## src/design/hrp_pkg.sv

```systemverilog
// ---------------------------------------------------------------------------
// hrp_pkg - handshake reply parser shared definitions
// Transaction types, status codes, packet layout constants and the magic table.
// ---------------------------------------------------------------------------
`timescale 1ns / 1ps
`default_nettype none

package hrp_pkg;

   localparam int MaxDatagram = 4096;
   localparam int PosBits     = 13;
   localparam int PosSat      = 8191;
   localparam int MinLenOne   = 28;
   localparam int MinLenTwo   = 35;
   localparam int MinLenOneCk = 32;

   localparam logic [7:0] IdReplyOne  = 8'h06;
   localparam logic [7:0] IdReplyTwo  = 8'h08;
   localparam logic [7:0] AddrVersion = 8'd4;

   localparam logic [15:0] MtuLowerReset = 16'd576;
   localparam logic [15:0] MtuUpperReset = 16'd1492;

   localparam int CsrAddrBits = 3;

   typedef enum logic [0:0] {
      REG_MTU_LOWER = 1'b0,
      REG_MTU_UPPER = 1'b1
   } reg_index_type;

   typedef enum logic [2:0] {
      STATUS_OK        = 3'd0,
      STATUS_SHORT     = 3'd1,
      STATUS_WRONG_ID  = 3'd2,
      STATUS_BAD_MAGIC = 3'd3,
      STATUS_TRUNCATED = 3'd4,
      STATUS_BAD_ADDR  = 3'd5
   } status_type;

   typedef struct packed {
      logic [7:0] data_byte;
      logic       last_byte;
      logic       expect_second;
   } req_type;

   typedef struct packed {
      logic [2:0]  status;
      logic [63:0] server_guid;
      logic        security_on;
      logic        has_cookie;
      logic [31:0] cookie;
      logic [15:0] mtu_value;
      logic        mtu_in_range;
      logic [31:0] client_ip;
      logic [15:0] client_port;
   } rsp_type;

   typedef struct packed {
      logic [15:0] mtu_lower;
      logic [15:0] mtu_upper;
   } bounds_type;

   function automatic logic [7:0] magic_byte(input logic [3:0] idx);
      logic [7:0] val;
      case (idx)
         4'd0:    val = 8'h00;
         4'd1:    val = 8'hff;
         4'd2:    val = 8'hff;
         4'd3:    val = 8'h00;
         4'd4:    val = 8'hfe;
         4'd5:    val = 8'hfe;
         4'd6:    val = 8'hfe;
         4'd7:    val = 8'hfe;
         4'd8:    val = 8'hfd;
         4'd9:    val = 8'hfd;
         4'd10:   val = 8'hfd;
         4'd11:   val = 8'hfd;
         4'd12:   val = 8'h12;
         4'd13:   val = 8'h34;
         4'd14:   val = 8'h56;
         4'd15:   val = 8'h78;
         default: val = 8'h00;
      endcase
      return val;
   endfunction

endpackage

`default_nettype wire

```

## src/design/hrp_csr.sv

```systemverilog
// ---------------------------------------------------------------------------
// hrp_csr - configuration registers
// APB-style register file holding the MTU range bounds.
// ---------------------------------------------------------------------------
`timescale 1ns / 1ps
`default_nettype none

module hrp_csr (
   input  wire logic                             clock,
   input  wire logic                             reset,
   input  wire logic                             psel,
   input  wire logic                             penable,
   input  wire logic                             pwrite,
   input  wire logic [hrp_pkg::CsrAddrBits-1:0]  paddr,
   input  wire logic [31:0]                      pwdata,
   output logic      [31:0]                      prdata,
   output logic                                  pready,
   output hrp_pkg::bounds_type                   bounds
);

   logic [15:0] lower_ff, lower_in;
   logic [15:0] upper_ff, upper_in;
   logic        wr_en;
   hrp_pkg::reg_index_type idx;

   assign pready = 1'b1;
   assign idx    = hrp_pkg::reg_index_type'(paddr[2]);
   assign wr_en  = psel && penable && pwrite && pready;

   always_comb begin
      lower_in = lower_ff;
      upper_in = upper_ff;
      if (wr_en) begin
         case (idx)
            hrp_pkg::REG_MTU_LOWER: lower_in = pwdata[15:0];
            hrp_pkg::REG_MTU_UPPER: upper_in = pwdata[15:0];
            default: ;
         endcase
      end
   end

   always_ff @(posedge clock) begin
      if (reset) begin
         lower_ff <= hrp_pkg::MtuLowerReset;
         upper_ff <= hrp_pkg::MtuUpperReset;
      end else begin
         lower_ff <= lower_in;
         upper_ff <= upper_in;
      end
   end

   always_comb begin
      case (idx)
         hrp_pkg::REG_MTU_LOWER: prdata = {16'd0, lower_ff};
         hrp_pkg::REG_MTU_UPPER: prdata = {16'd0, upper_ff};
         default:                prdata = 32'd0;
      endcase
   end

   assign bounds.mtu_lower = lower_ff;
   assign bounds.mtu_upper = upper_ff;

endmodule

`default_nettype wire

```

## src/design/handshake_reply_parser.sv

```systemverilog
// ---------------------------------------------------------------------------
// handshake_reply_parser - open-connection reply parser
// Checks and decodes reply one / reply two datagrams presented a byte at a time.
// ---------------------------------------------------------------------------
// Usage:
//   req_* carries one datagram byte per transaction with a last-byte flag and
//   the expected reply kind (taken from the first byte of each datagram).
//   Each byte is checked or captured at its position as it is accepted.
//   rsp_* carries one transaction per datagram, produced by its last byte:
//   a prioritised status code and the decoded fields (zero on error).
//   Latency: the result is valid in the cycle after the last byte is taken.
//   Throughput: one byte per cycle while req_ready is high, set by the single
//   decode stage between the packet state registers and the result register.
//   Stall: while a result waits and rsp_ready is low, req_ready is low;
//   taking the result in the same cycle frees the input at once.
//   Reset: synchronous, clears the packet state and the result valid, and
//   loads the MTU bounds with 576 and 1492. Bytes at positions 4096 and
//   beyond are ignored; the position counter saturates.
//   The MTU bounds are written through the APB-style port at 0x0 and 0x4.
// ---------------------------------------------------------------------------
`timescale 1ns / 1ps
`default_nettype none

module handshake_reply_parser (
   input  wire logic                             clock,
   input  wire logic                             reset,
   input  wire logic                             req_valid,
   output logic                                  req_ready,
   input  wire hrp_pkg::req_type                 req_payload,
   output logic                                  rsp_valid,
   input  wire logic                             rsp_ready,
   output hrp_pkg::rsp_type                      rsp_payload,
   input  wire logic                             psel,
   input  wire logic                             penable,
   input  wire logic                             pwrite,
   input  wire logic [hrp_pkg::CsrAddrBits-1:0]  paddr,
   input  wire logic [31:0]                      pwdata,
   output logic      [31:0]                      prdata,
   output logic                                  pready
);

   localparam int PB = hrp_pkg::PosBits;

   hrp_pkg::bounds_type bounds;

   hrp_csr u_csr (
      .clock   (clock),
      .reset   (reset),
      .psel    (psel),
      .penable (penable),
      .pwrite  (pwrite),
      .paddr   (paddr),
      .pwdata  (pwdata),
      .prdata  (prdata),
      .pready  (pready),
      .bounds  (bounds)
   );

   logic [PB-1:0]       pos_ff, pos_in;
   logic                kind_ff, kind_in;
   hrp_pkg::status_type err_ff, err_in;
   logic [63:0]         guid_ff, guid_in;
   logic                sec_ff, sec_in;
   logic [31:0]         cookie_ff, cookie_in;
   logic [15:0]         mtu_ff, mtu_in;
   logic [31:0]         addr_ff, addr_in;
   logic [15:0]         port_ff, port_in;

   logic                rsp_valid_ff, rsp_valid_in;
   hrp_pkg::rsp_type    rsp_ff, rsp_in;

   logic                accept;
   logic                finish;
   logic [7:0]          b;
   logic [PB-1:0]       p;
   logic [PB:0]         len;
   hrp_pkg::status_type status;

   assign req_ready   = !rsp_valid_ff || rsp_ready;
   assign accept      = req_valid && req_ready;
   assign finish      = accept && req_payload.last_byte;
   assign b           = req_payload.data_byte;
   assign p           = pos_ff;
   assign len         = {1'b0, p} + (PB+1)'(1);
   assign rsp_valid   = rsp_valid_ff;
   assign rsp_payload = rsp_ff;

   // per-byte field capture
   always_comb begin
      pos_in    = pos_ff;
      kind_in   = kind_ff;
      err_in    = err_ff;
      guid_in   = guid_ff;
      sec_in    = sec_ff;
      cookie_in = cookie_ff;
      mtu_in    = mtu_ff;
      addr_in   = addr_ff;
      port_in   = port_ff;
      if (accept) begin
         if (p == '0)
            kind_in = req_payload.expect_second;
         if (p < PB'(hrp_pkg::PosSat))
            pos_in = p + PB'(1);
         if (p < PB'(hrp_pkg::MaxDatagram)) begin
            if (p == '0) begin
               if (b != (kind_in ? hrp_pkg::IdReplyTwo : hrp_pkg::IdReplyOne)
                   && err_ff == hrp_pkg::STATUS_OK)
                  err_in = hrp_pkg::STATUS_WRONG_ID;
            end else if (p <= PB'(16)) begin
               if (b != hrp_pkg::magic_byte(p[3:0] - 4'd1)
                   && err_ff == hrp_pkg::STATUS_OK)
                  err_in = hrp_pkg::STATUS_BAD_MAGIC;
            end else if (p <= PB'(24)) begin
               guid_in = {guid_ff[55:0], b};
            end else if (!kind_ff) begin
               if (p == PB'(25)) begin
                  sec_in = (b != 8'd0);
               end else if (sec_ff) begin
                  if (p <= PB'(29))
                     cookie_in = {cookie_ff[23:0], b};
                  else if (p <= PB'(31))
                     mtu_in = {mtu_ff[7:0], b};
               end else if (p <= PB'(27)) begin
                  mtu_in = {mtu_ff[7:0], b};
               end
            end else begin
               if (p == PB'(25)) begin
                  if (b != hrp_pkg::AddrVersion && err_ff == hrp_pkg::STATUS_OK)
                     err_in = hrp_pkg::STATUS_BAD_ADDR;
               end else if (p <= PB'(29)) begin
                  addr_in = {addr_ff[23:0], ~b};
               end else if (p <= PB'(31)) begin
                  port_in = {port_ff[7:0], b};
               end else if (p <= PB'(33)) begin
                  mtu_in = {mtu_ff[7:0], b};
               end else if (p == PB'(34)) begin
                  sec_in = (b != 8'd0);
               end
            end
         end
      end
   end

   // result decode from the updated packet state
   always_comb begin
      if (len < (kind_in ? (PB+1)'(hrp_pkg::MinLenTwo) : (PB+1)'(hrp_pkg::MinLenOne)))
         status = hrp_pkg::STATUS_SHORT;
      else if (err_in != hrp_pkg::STATUS_OK)
         status = err_in;
      else if (!kind_in && sec_in && len < (PB+1)'(hrp_pkg::MinLenOneCk))
         status = hrp_pkg::STATUS_TRUNCATED;
      else
         status = hrp_pkg::STATUS_OK;

      rsp_in        = '0;
      rsp_in.status = status;
      if (status == hrp_pkg::STATUS_OK) begin
         rsp_in.server_guid  = guid_in;
         rsp_in.security_on  = sec_in;
         rsp_in.mtu_value    = mtu_in;
         rsp_in.mtu_in_range = (mtu_in >= bounds.mtu_lower) && (mtu_in <= bounds.mtu_upper);
         if (!kind_in) begin
            rsp_in.has_cookie = sec_in;
            rsp_in.cookie     = sec_in ? cookie_in : 32'd0;
         end else begin
            rsp_in.client_ip   = addr_in;
            rsp_in.client_port = port_in;
         end
      end

      rsp_valid_in = rsp_valid_ff;
      if (rsp_ready)
         rsp_valid_in = 1'b0;
      if (finish)
         rsp_valid_in = 1'b1;
   end

   always_ff @(posedge clock) begin
      if (reset || finish) begin
         pos_ff    <= '0;
         kind_ff   <= 1'b0;
         err_ff    <= hrp_pkg::STATUS_OK;
         guid_ff   <= '0;
         sec_ff    <= 1'b0;
         cookie_ff <= '0;
         mtu_ff    <= '0;
         addr_ff   <= '0;
         port_ff   <= '0;
      end else begin
         pos_ff    <= pos_in;
         kind_ff   <= kind_in;
         err_ff    <= err_in;
         guid_ff   <= guid_in;
         sec_ff    <= sec_in;
         cookie_ff <= cookie_in;
         mtu_ff    <= mtu_in;
         addr_ff   <= addr_in;
         port_ff   <= port_in;
      end
   end

   always_ff @(posedge clock) begin
      if (reset)
         rsp_valid_ff <= 1'b0;
      else
         rsp_valid_ff <= rsp_valid_in;
   end

   always_ff @(posedge clock) begin
      if (finish)
         rsp_ff <= rsp_in;
   end

endmodule

`default_nettype wire

```

## config.mk

```make
export PLATFORM = sky130hd
export DESIGN_NAME = handshake_reply_parser
export DESIGN_NICKNAME = d
export VERILOG_FILES = /design/src/design/hrp_pkg.sv /design/src/design/hrp_csr.sv /design/src/design/handshake_reply_parser.sv
export SDC_FILE = /design/constraint.sdc
export NUM_CORES = 1
export LEC_CHECK = 0
export ABC_AREA = 1
export BUFFER_PORTS_ARGS = -buffer_cell sky130_fd_sc_hd__buf_2
export CAP_MARGIN = 20
export CORE_ASPECT_RATIO = 0.8
export CORE_MARGIN = 1
export CORE_UTILIZATION = 45
export CTS_CLUSTER_DIAMETER = 30
export DETAILED_ROUTE_END_ITERATION = 10
export PLACE_DENSITY_LB_ADDON = 0.3
export SLEW_MARGIN = 20
export SYNTH_ARGS = -nofsm -noshare
export SYNTH_HDL_FRONTEND = slang
export SYNTH_HIERARCHICAL = 1
export SYNTH_SLANG_ARGS = --single-unit
```

## constraint.sdc

```tcl
create_clock -name clock -period 11 [get_ports clock]
set_input_delay 2.2 -clock clock [delete_from_list [all_inputs] [get_ports clock]]
set_output_delay 2.2 -clock clock [all_outputs]
set_load 0.05 [all_outputs]
```

==> results of run 1 <==
power by group:
part           internal [mW]  switching, mW  total, mW  leakage, nW
clock network           1.51          0.751       2.26         1.24
logic                  0.118          0.401      0.519         4.15
registers               1.52         0.0238       1.54         3.30
total                   3.15           1.18       4.33         8.69
state kept, by name, summed over array words and instances (netlist names):
name / flops
cookie_ff: 32
rsp_payload: 166
p: 13
addr_ff: 32
guid_ff: 64
sec_ff: 1
err_ff: 3
kind_ff: 1
u_csr/upper_ff: 16
rsp_valid: 1
u_csr/lower_ff: 16
mtu_ff: 16
port_ff: 16
metal layers:
metal  GRT usage  wire [um]  up-vias  share of wire
met3     0.03537       2030       85          0.052
met5           0          0        -              0
met1      0.2901      18410     5834           0.47
met2      0.3274      17850      377           0.45
met4     0.08137       1015        0          0.026
li1            -          -     6375              -
critical path: stages:
cell     delay, ns
buf_2         0.46
inv_2         0.41
nand2_1       0.17
nand2_1       0.10
buf_2         0.22
cells in the final DEF, fill, tap and decap left out, types with 6 or more instances in the layout:
cell type / instances
nor2_1: 446
nand2_1: 299
buf_2: 217
dfxtp_1: 211
inv_1: 184
edfxtp_1: 166
o21ai_0: 88
a21oi_1: 85
nand3_1: 76
clkbuf_16: 73
ha_1: 42
mux2i_1: 30
nor2_2: 26
conb_1: 17
nand4_1: 15
o21ai_1: 10
nor3_1: 10
bufinv_16: 10
nor2_4: 9
clkinv_2: 9
xor2_1: 7
clkinv_4: 7
inv_6: 7
clkbuf_1: 7
inv_2: 6
clkbuf_8: 6
layout make-up:
type / count / area, um^2
clock inverter: 45 / 616.8
tap: 472 / 590.6
timing repair buffer: 223 / 1144
sequential: 377 / 9209
fill: 3176 / 15100
multi-input combinational: 1199 / 5794
clock buffer: 86 / 1936
inverter: 192 / 720.7
cell families after synthesis:
family                   count (synthesis)
AND/OR/NAND/NOR                        902
flip-flops                             377
buffers and inverters                  292
AO/OA/AOI/OAI                          201
adder cells (fa/ha/maj)                 42
multiplexers                            30
XOR/XNOR                                 7
other                                    2
worst paths after layout:
path / from / slack [ns] / end
worst max-delay path: paddr[2] / 5.23 / prdata[4]
worst min-delay path: guid_ff[59] / 0.48 / guid_ff[59]
worst max register to register: p[0] / 6.50 / rsp_payload[48]
worst min register to register: guid_ff[59] / 0.48 / guid_ff[59]
==> flow_summary.yaml, run 1 <==
layout:
  antenna_cells: 0
  final_core_util: 0.5700
  area_growth_pct: 23.58
  final_area_um2: 20010
  instances_no_fill: 2594
  drive_gt1_frac: 0.1918
  num-nets-final: 2158
logic_synthesis:
  yosysTopAreaCellShare: 0.3079
  synth_cell_types: 48
  synth_compound_area_frac: 0.06514
  synth_edf_count: 166
  yosysMostFrequentCell: "nor2_1"
  yosys_warnings: 6
  synthesis.area_um2: 16190
  synth_top_family_by_area: "simple AND/OR/NAND/NOR gates"
  ys.flop_type: "dfxtp_1"
  synthTopCellsByCount: "448 x nor2_1, 300 x nand2_1, 211 x dfxtp_1"
  yosys.area_share.adder: 0.03245
  ys_seq_area_frac: 0.5687
  synthArstFlopShare: 0
  synth-simple-area-share: 0.2316
  ys_ff_latch: 377
  synth_area_leader_cell: "edfxtp_1"
  synth_cells: 1853
  synth_area_leaders: "edfxtp_1 31%, dfxtp_1 26%, nor2_1 10%"
  muxShareOfSynthArea: 0.01855
  avgSynthCellArea_um2: 8.738
  synth_xor_xnor_area_share: 0.003786
clock_tree:
  cts_tree: "yes"
  cts_hold_buf: 0
  cts_root_buffer: "clkbuf_16"
  clk_path_buf_depth: 3
  htreeDepth: 3
  cts_buffers: 71
  cts.sink_count: 377
  clk_pin_slew_ns: 0.05
  worstSkewPairLatency_ns: 0.57
  post_cts_buffers: 0
  cts_resized: 0
floorplan:
  coreArea_um2: 35110
  die_y_um: 171.7
  die_area_um2: 36750
  die_w_um: 214.1
  std_cell_rows: 61
  start_util: 0.4612
  io_pins: 253
critical_path:
  reg2reg_depth: 22
  worstPathRequired_ns: 8.80
  critPathKind: "in2out"
  crit_arrival_ns: 3.57
  end_kind: "output port"
  cp_max_fo: 32
  start_kind: "primary input"
place:
  post-dp-hpwl_um: 25820
  io_buffers: 217
  dp.cells: 2463
  place_congestion: 0.8669
  placed_cell_area_um2: 17450
  dp_slack_ns: 5.260
timing:
  fin_crit_sh: 0.5249
  rsz0062_at_grt: "no"
  setup_slack_ns: 5.226
  tns_ns: 0
  max_freq_mhz: 173.2
  slew_headroom: 0.2886
  holdWs_ns: 0.4785
  finalHoldViolations: 0
  period_needed_ns: 5.774
  slew_violations: 0
  worstMarginPinSlew_ns: 1.067
  setup_violations: 0
  finClkSkew_ns: 0.03319
routing:
  ant_nets: 0
  firstDrtPassIters: 5
  vias: 12670
  wl_um: 39300
  wl_per_cell_um: 15.15
  via_per_inst: 4.885
  drcViolationCount: 0
  drt_iter0_markers: 960
job:
  maxCapViolCount: 0
grt:
  grt_pass1_vias: 11730
  grt_pass1_wl_um: 61140
  grt_max_degree: 167
  antenna_found_initial: 0
  grt.overflow.total: 0
  grt_usage: 0.2092
worst_hold_path:
  hp-class: "reg2reg"
  whs_path_depth: 2
power_and_ir_drop:
  power_per_cell_area_nw_per_um2: 216.2
  peakVddDrop_mv: 0.1490
  power_mw: 4.326
  power_leakage_nw: 8.688
run_status:
  outcome: "finished clean"
Power figures use the tool's default switching activity.
==> run 2, diff against run 1 <==
--- a/config.mk
+++ b/config.mk
@@ -5,7 +5,7 @@
 export SDC_FILE = /design/constraint.sdc
 export NUM_CORES = 1
 export LEC_CHECK = 0
-export ABC_AREA = 1
+export ABC_AREA = 0
 export BUFFER_PORTS_ARGS = -buffer_cell sky130_fd_sc_hd__buf_2
 export CAP_MARGIN = 20
 export CORE_ASPECT_RATIO = 0.8
==> constraint.sdc (replaced) <==
create_clock -name clock -period 4.9 [get_ports clock]
set_input_delay 0.98 -clock clock [delete_from_list [all_inputs] [get_ports clock]]
set_output_delay 0.98 -clock clock [all_outputs]
set_load 0.05 [all_outputs]
==> run 2 against run 1 <==
Critical path depth up 12. Global-route usage shrank 0.71 points. Wire length shrank 5.4%. Synthesized cell count is 20% lower. Area after synthesis decreased by 0.43%. Clock skew decreased by 0.0071 ns. Hold slack better by 0.010 ns. Highest routed layer is now met5.
==> flow_summary.yaml, run 2 <==
layout:
  instances_no_fill: 2239
  drive_gt1_frac: 0.2303
  multiInputGateArea_um2: 6211
  regArea_um2: 9209
  mostFrequentLayoutCells: "302 x nor2_1, 217 x buf_2, 211 x dfxtp_1"
  num-nets-final: 1802
  antenna_cells: 0
  final_common_cell: "nor2_1"
  n_fill_cell: 2962
  area_growth_pct: 24.48
  largest_reg_flops: 166
place:
  io_buffers: 217
  post-dp-hpwl_um: 24630
  dp.cells: 2107
  place_congestion: 0.9172
routing:
  firstDrtPassIters: 5
  drt_iter0_markers: 727
  ant_nets: 0
  drcViolationCount: 0
  vias: 11460
  wl_um: 37160
  via_per_inst: 5.117
  wl_per_cell_um: 16.60
clock_tree:
  htreeDepth: 3
  cts_tree: "yes"
  cts.sink_count: 377
  cts_hold_buf: 0
  clk_path_buf_depth: 3
  worstSkewPairLatency_ns: 0.57
  cts_resized: 0
  cts_root_buffer: "clkbuf_16"
  post_cts_buffers: 0
  clk_pin_slew_ns: 0.05
  cts_buffers: 71
timing:
  worstMarginPinSlew_ns: 1.020
  fin_crit_sh: 0.8834
  slew_violations: 0
  tns_ns: 0
  rsz0062_at_grt: "no"
  slew_headroom: 0.3178
  max_freq_mhz: 231.0
  setup_violations: 0
  finClkSkew_ns: 0.02613
  period_needed_ns: 4.329
  finalHoldViolations: 0
logic_synthesis:
  synth_edf_count: 166
  yosys_warnings: 6
  ys.flop_type: "dfxtp_1"
  synth_cells: 1481
  synth_cell_types: 68
  synthesis.area_um2: 16120
  synthArstFlopShare: 0
  ys_seq_area_frac: 0.5712
  yosysMostFrequentCell: "nor2_1"
  ys_ff_latch: 377
  yosysTopAreaCellShare: 0.3092
  synthTopCellsByCount: "302 x nor2_1, 211 x dfxtp_1, 182 x mux2i_1"
  avgSynthCellArea_um2: 10.89
  synth_area_leader_cell: "edfxtp_1"
  synth_area_leaders: "edfxtp_1 31%, dfxtp_1 26%, mux2i_1 11%"
critical_path:
  crit_arrival_ns: 4.62
  reg2reg_depth: 17
  cp_max_fo: 65
  start_kind: "register"
  rrSetupSlack_ns: 0.57
  worstPathRequired_ns: 5.19
  critPathKind: "reg2reg"
  end_kind: "register"
grt:
  grt_max_degree: 84
  grt.overflow.total: 0
  grt_pass1_vias: 10960
  grt_pass1_wl_um: 57680
  grt_usage: 0.2021
  antenna_found_initial: 1
floorplan:
  die_y_um: 171.3
  die_w_um: 213.6
  start_util: 0.4602
  coreArea_um2: 35030
  std_cell_rows: 61
  io_pins: 253
  die_area_um2: 36590
power_and_ir_drop:
  power_per_cell_area_nw_per_um2: 435.9
  power_leakage_nw: 8.648
  peakVddDrop_mv: 0.3182
job:
  maxCapViolCount: 0
run_status:
  outcome: "finished clean"
worst_hold_path:
  whs_path_depth: 2
  hp-class: "reg2reg"
[run 2: cell count changes in the layout (fill, tap and decap cells not counted), moves of 10 or more]
| cell | previous run | this run |
|---|---|---|
| mux2_2 | 0 | 17 |
| o21ai_0 | 88 | 13 |
| a21oi_1 | 85 | 34 |
| nand3_1 | 76 | 12 |
| nor3_1 | 10 | 85 |
| nor2_1 | 446 | 302 |
| nor2_2 | 26 | 1 |
| mux2i_1 | 30 | 182 |
| buf_4 | 5 | 30 |
| o21ai_1 | 10 | 0 |
| nand2b_1 | 0 | 46 |
| inv_1 | 184 | 59 |
| nand2_1 | 299 | 28 |
[run 2: stage by stage]
step / setup WS, ns / util / hold WS [ns] / total power, mW / area (um^2)
3_5_place_dp: 0.4526 / 0.5044 / 0.4818 / 4.012 / 17670
5_1_grt: 0.2704 / 0.5729 / 0.5144 / 9.021 / 20070
3_3_place_gp: 0.4887 / 0.5044 / 0.4733 / 4.006 / 17670
2_1_floorplan: 0.1435 / - / 0.4564 / 3.868 / 16180
6_report: 0.5714 / 0.5729 / 0.4885 / 8.749 / 20070
4_1_cts: 0.6132 / 0.5729 / 0.4918 / 8.836 / 20070
[run 2: kinds of logic after synthesis]
| logic type | count (synthesis) | synth area share |
|---|---|---|
| AND/OR/NAND/NOR | 567 | 0.1682 |
| flip-flops | 377 | 0.5712 |
| multiplexers | 199 | 0.1249 |
| buffers and inverters | 174 | 0.05021 |
| AO/OA/AOI/OAI | 100 | 0.04167 |
| adder cells (fa/ha/maj) | 42 | 0.03259 |
| XOR/XNOR | 20 | 0.01086 |
| other | 2 | 0.0004658 |
[run 2: worst max-delay path, cell delays in order (launching register included)]
cell      delay [ns]
dfxtp_1         0.42
inv_1           0.22
ha_1            0.29
inv_1           0.10
or4_1           0.50
nor3_1          0.26
mux2_2          0.46
inv_1           0.13
ha_1            0.24
and4_1          0.21
a21oi_1         0.14
nand2_1         0.06
a311oi_1        0.24
buf_4           0.18
nor3_4          0.07
nand2_2         0.10
buf_12          0.27
nor3_1          0.10
[run 2: final timing paths]
check	startpoint	endpoint
worst max-delay path	p[0]	rsp_payload[152]
worst min-delay path	guid_ff[61]	guid_ff[61]
worst max register to register	p[0]	rsp_payload[152]
worst min register to register	guid_ff[61]	guid_ff[61]
[run 2: layer usage]
metal  up-vias  wire (um)  global-route usage
li1       5607          -                   -
met1      5483      17720              0.2835
met2       303      16550              0.3032
met3        61       2025             0.04911
met4         2        860             0.07019
met5         -         13                   0
[run 2: where the power goes]
part	switching (mW)	leakage, nW	total (mW)	internal (mW)
registers	0.0268	3.28	3.37	3.34
logic	0.458	4.21	0.585	0.127
clock network	1.67	1.16	4.80	3.13
[run 2: cell type report]
cell class / count / area share
clock inverters: 46 / 0.02512
flip-flops and latches: 377 / 0.4588
inverters: 60 / 0.01141
multi-input cells: 945 / 0.3095
clock buffers: 86 / 0.09445
repair buffers: 253 / 0.07132
well taps: 472 / 0.02942
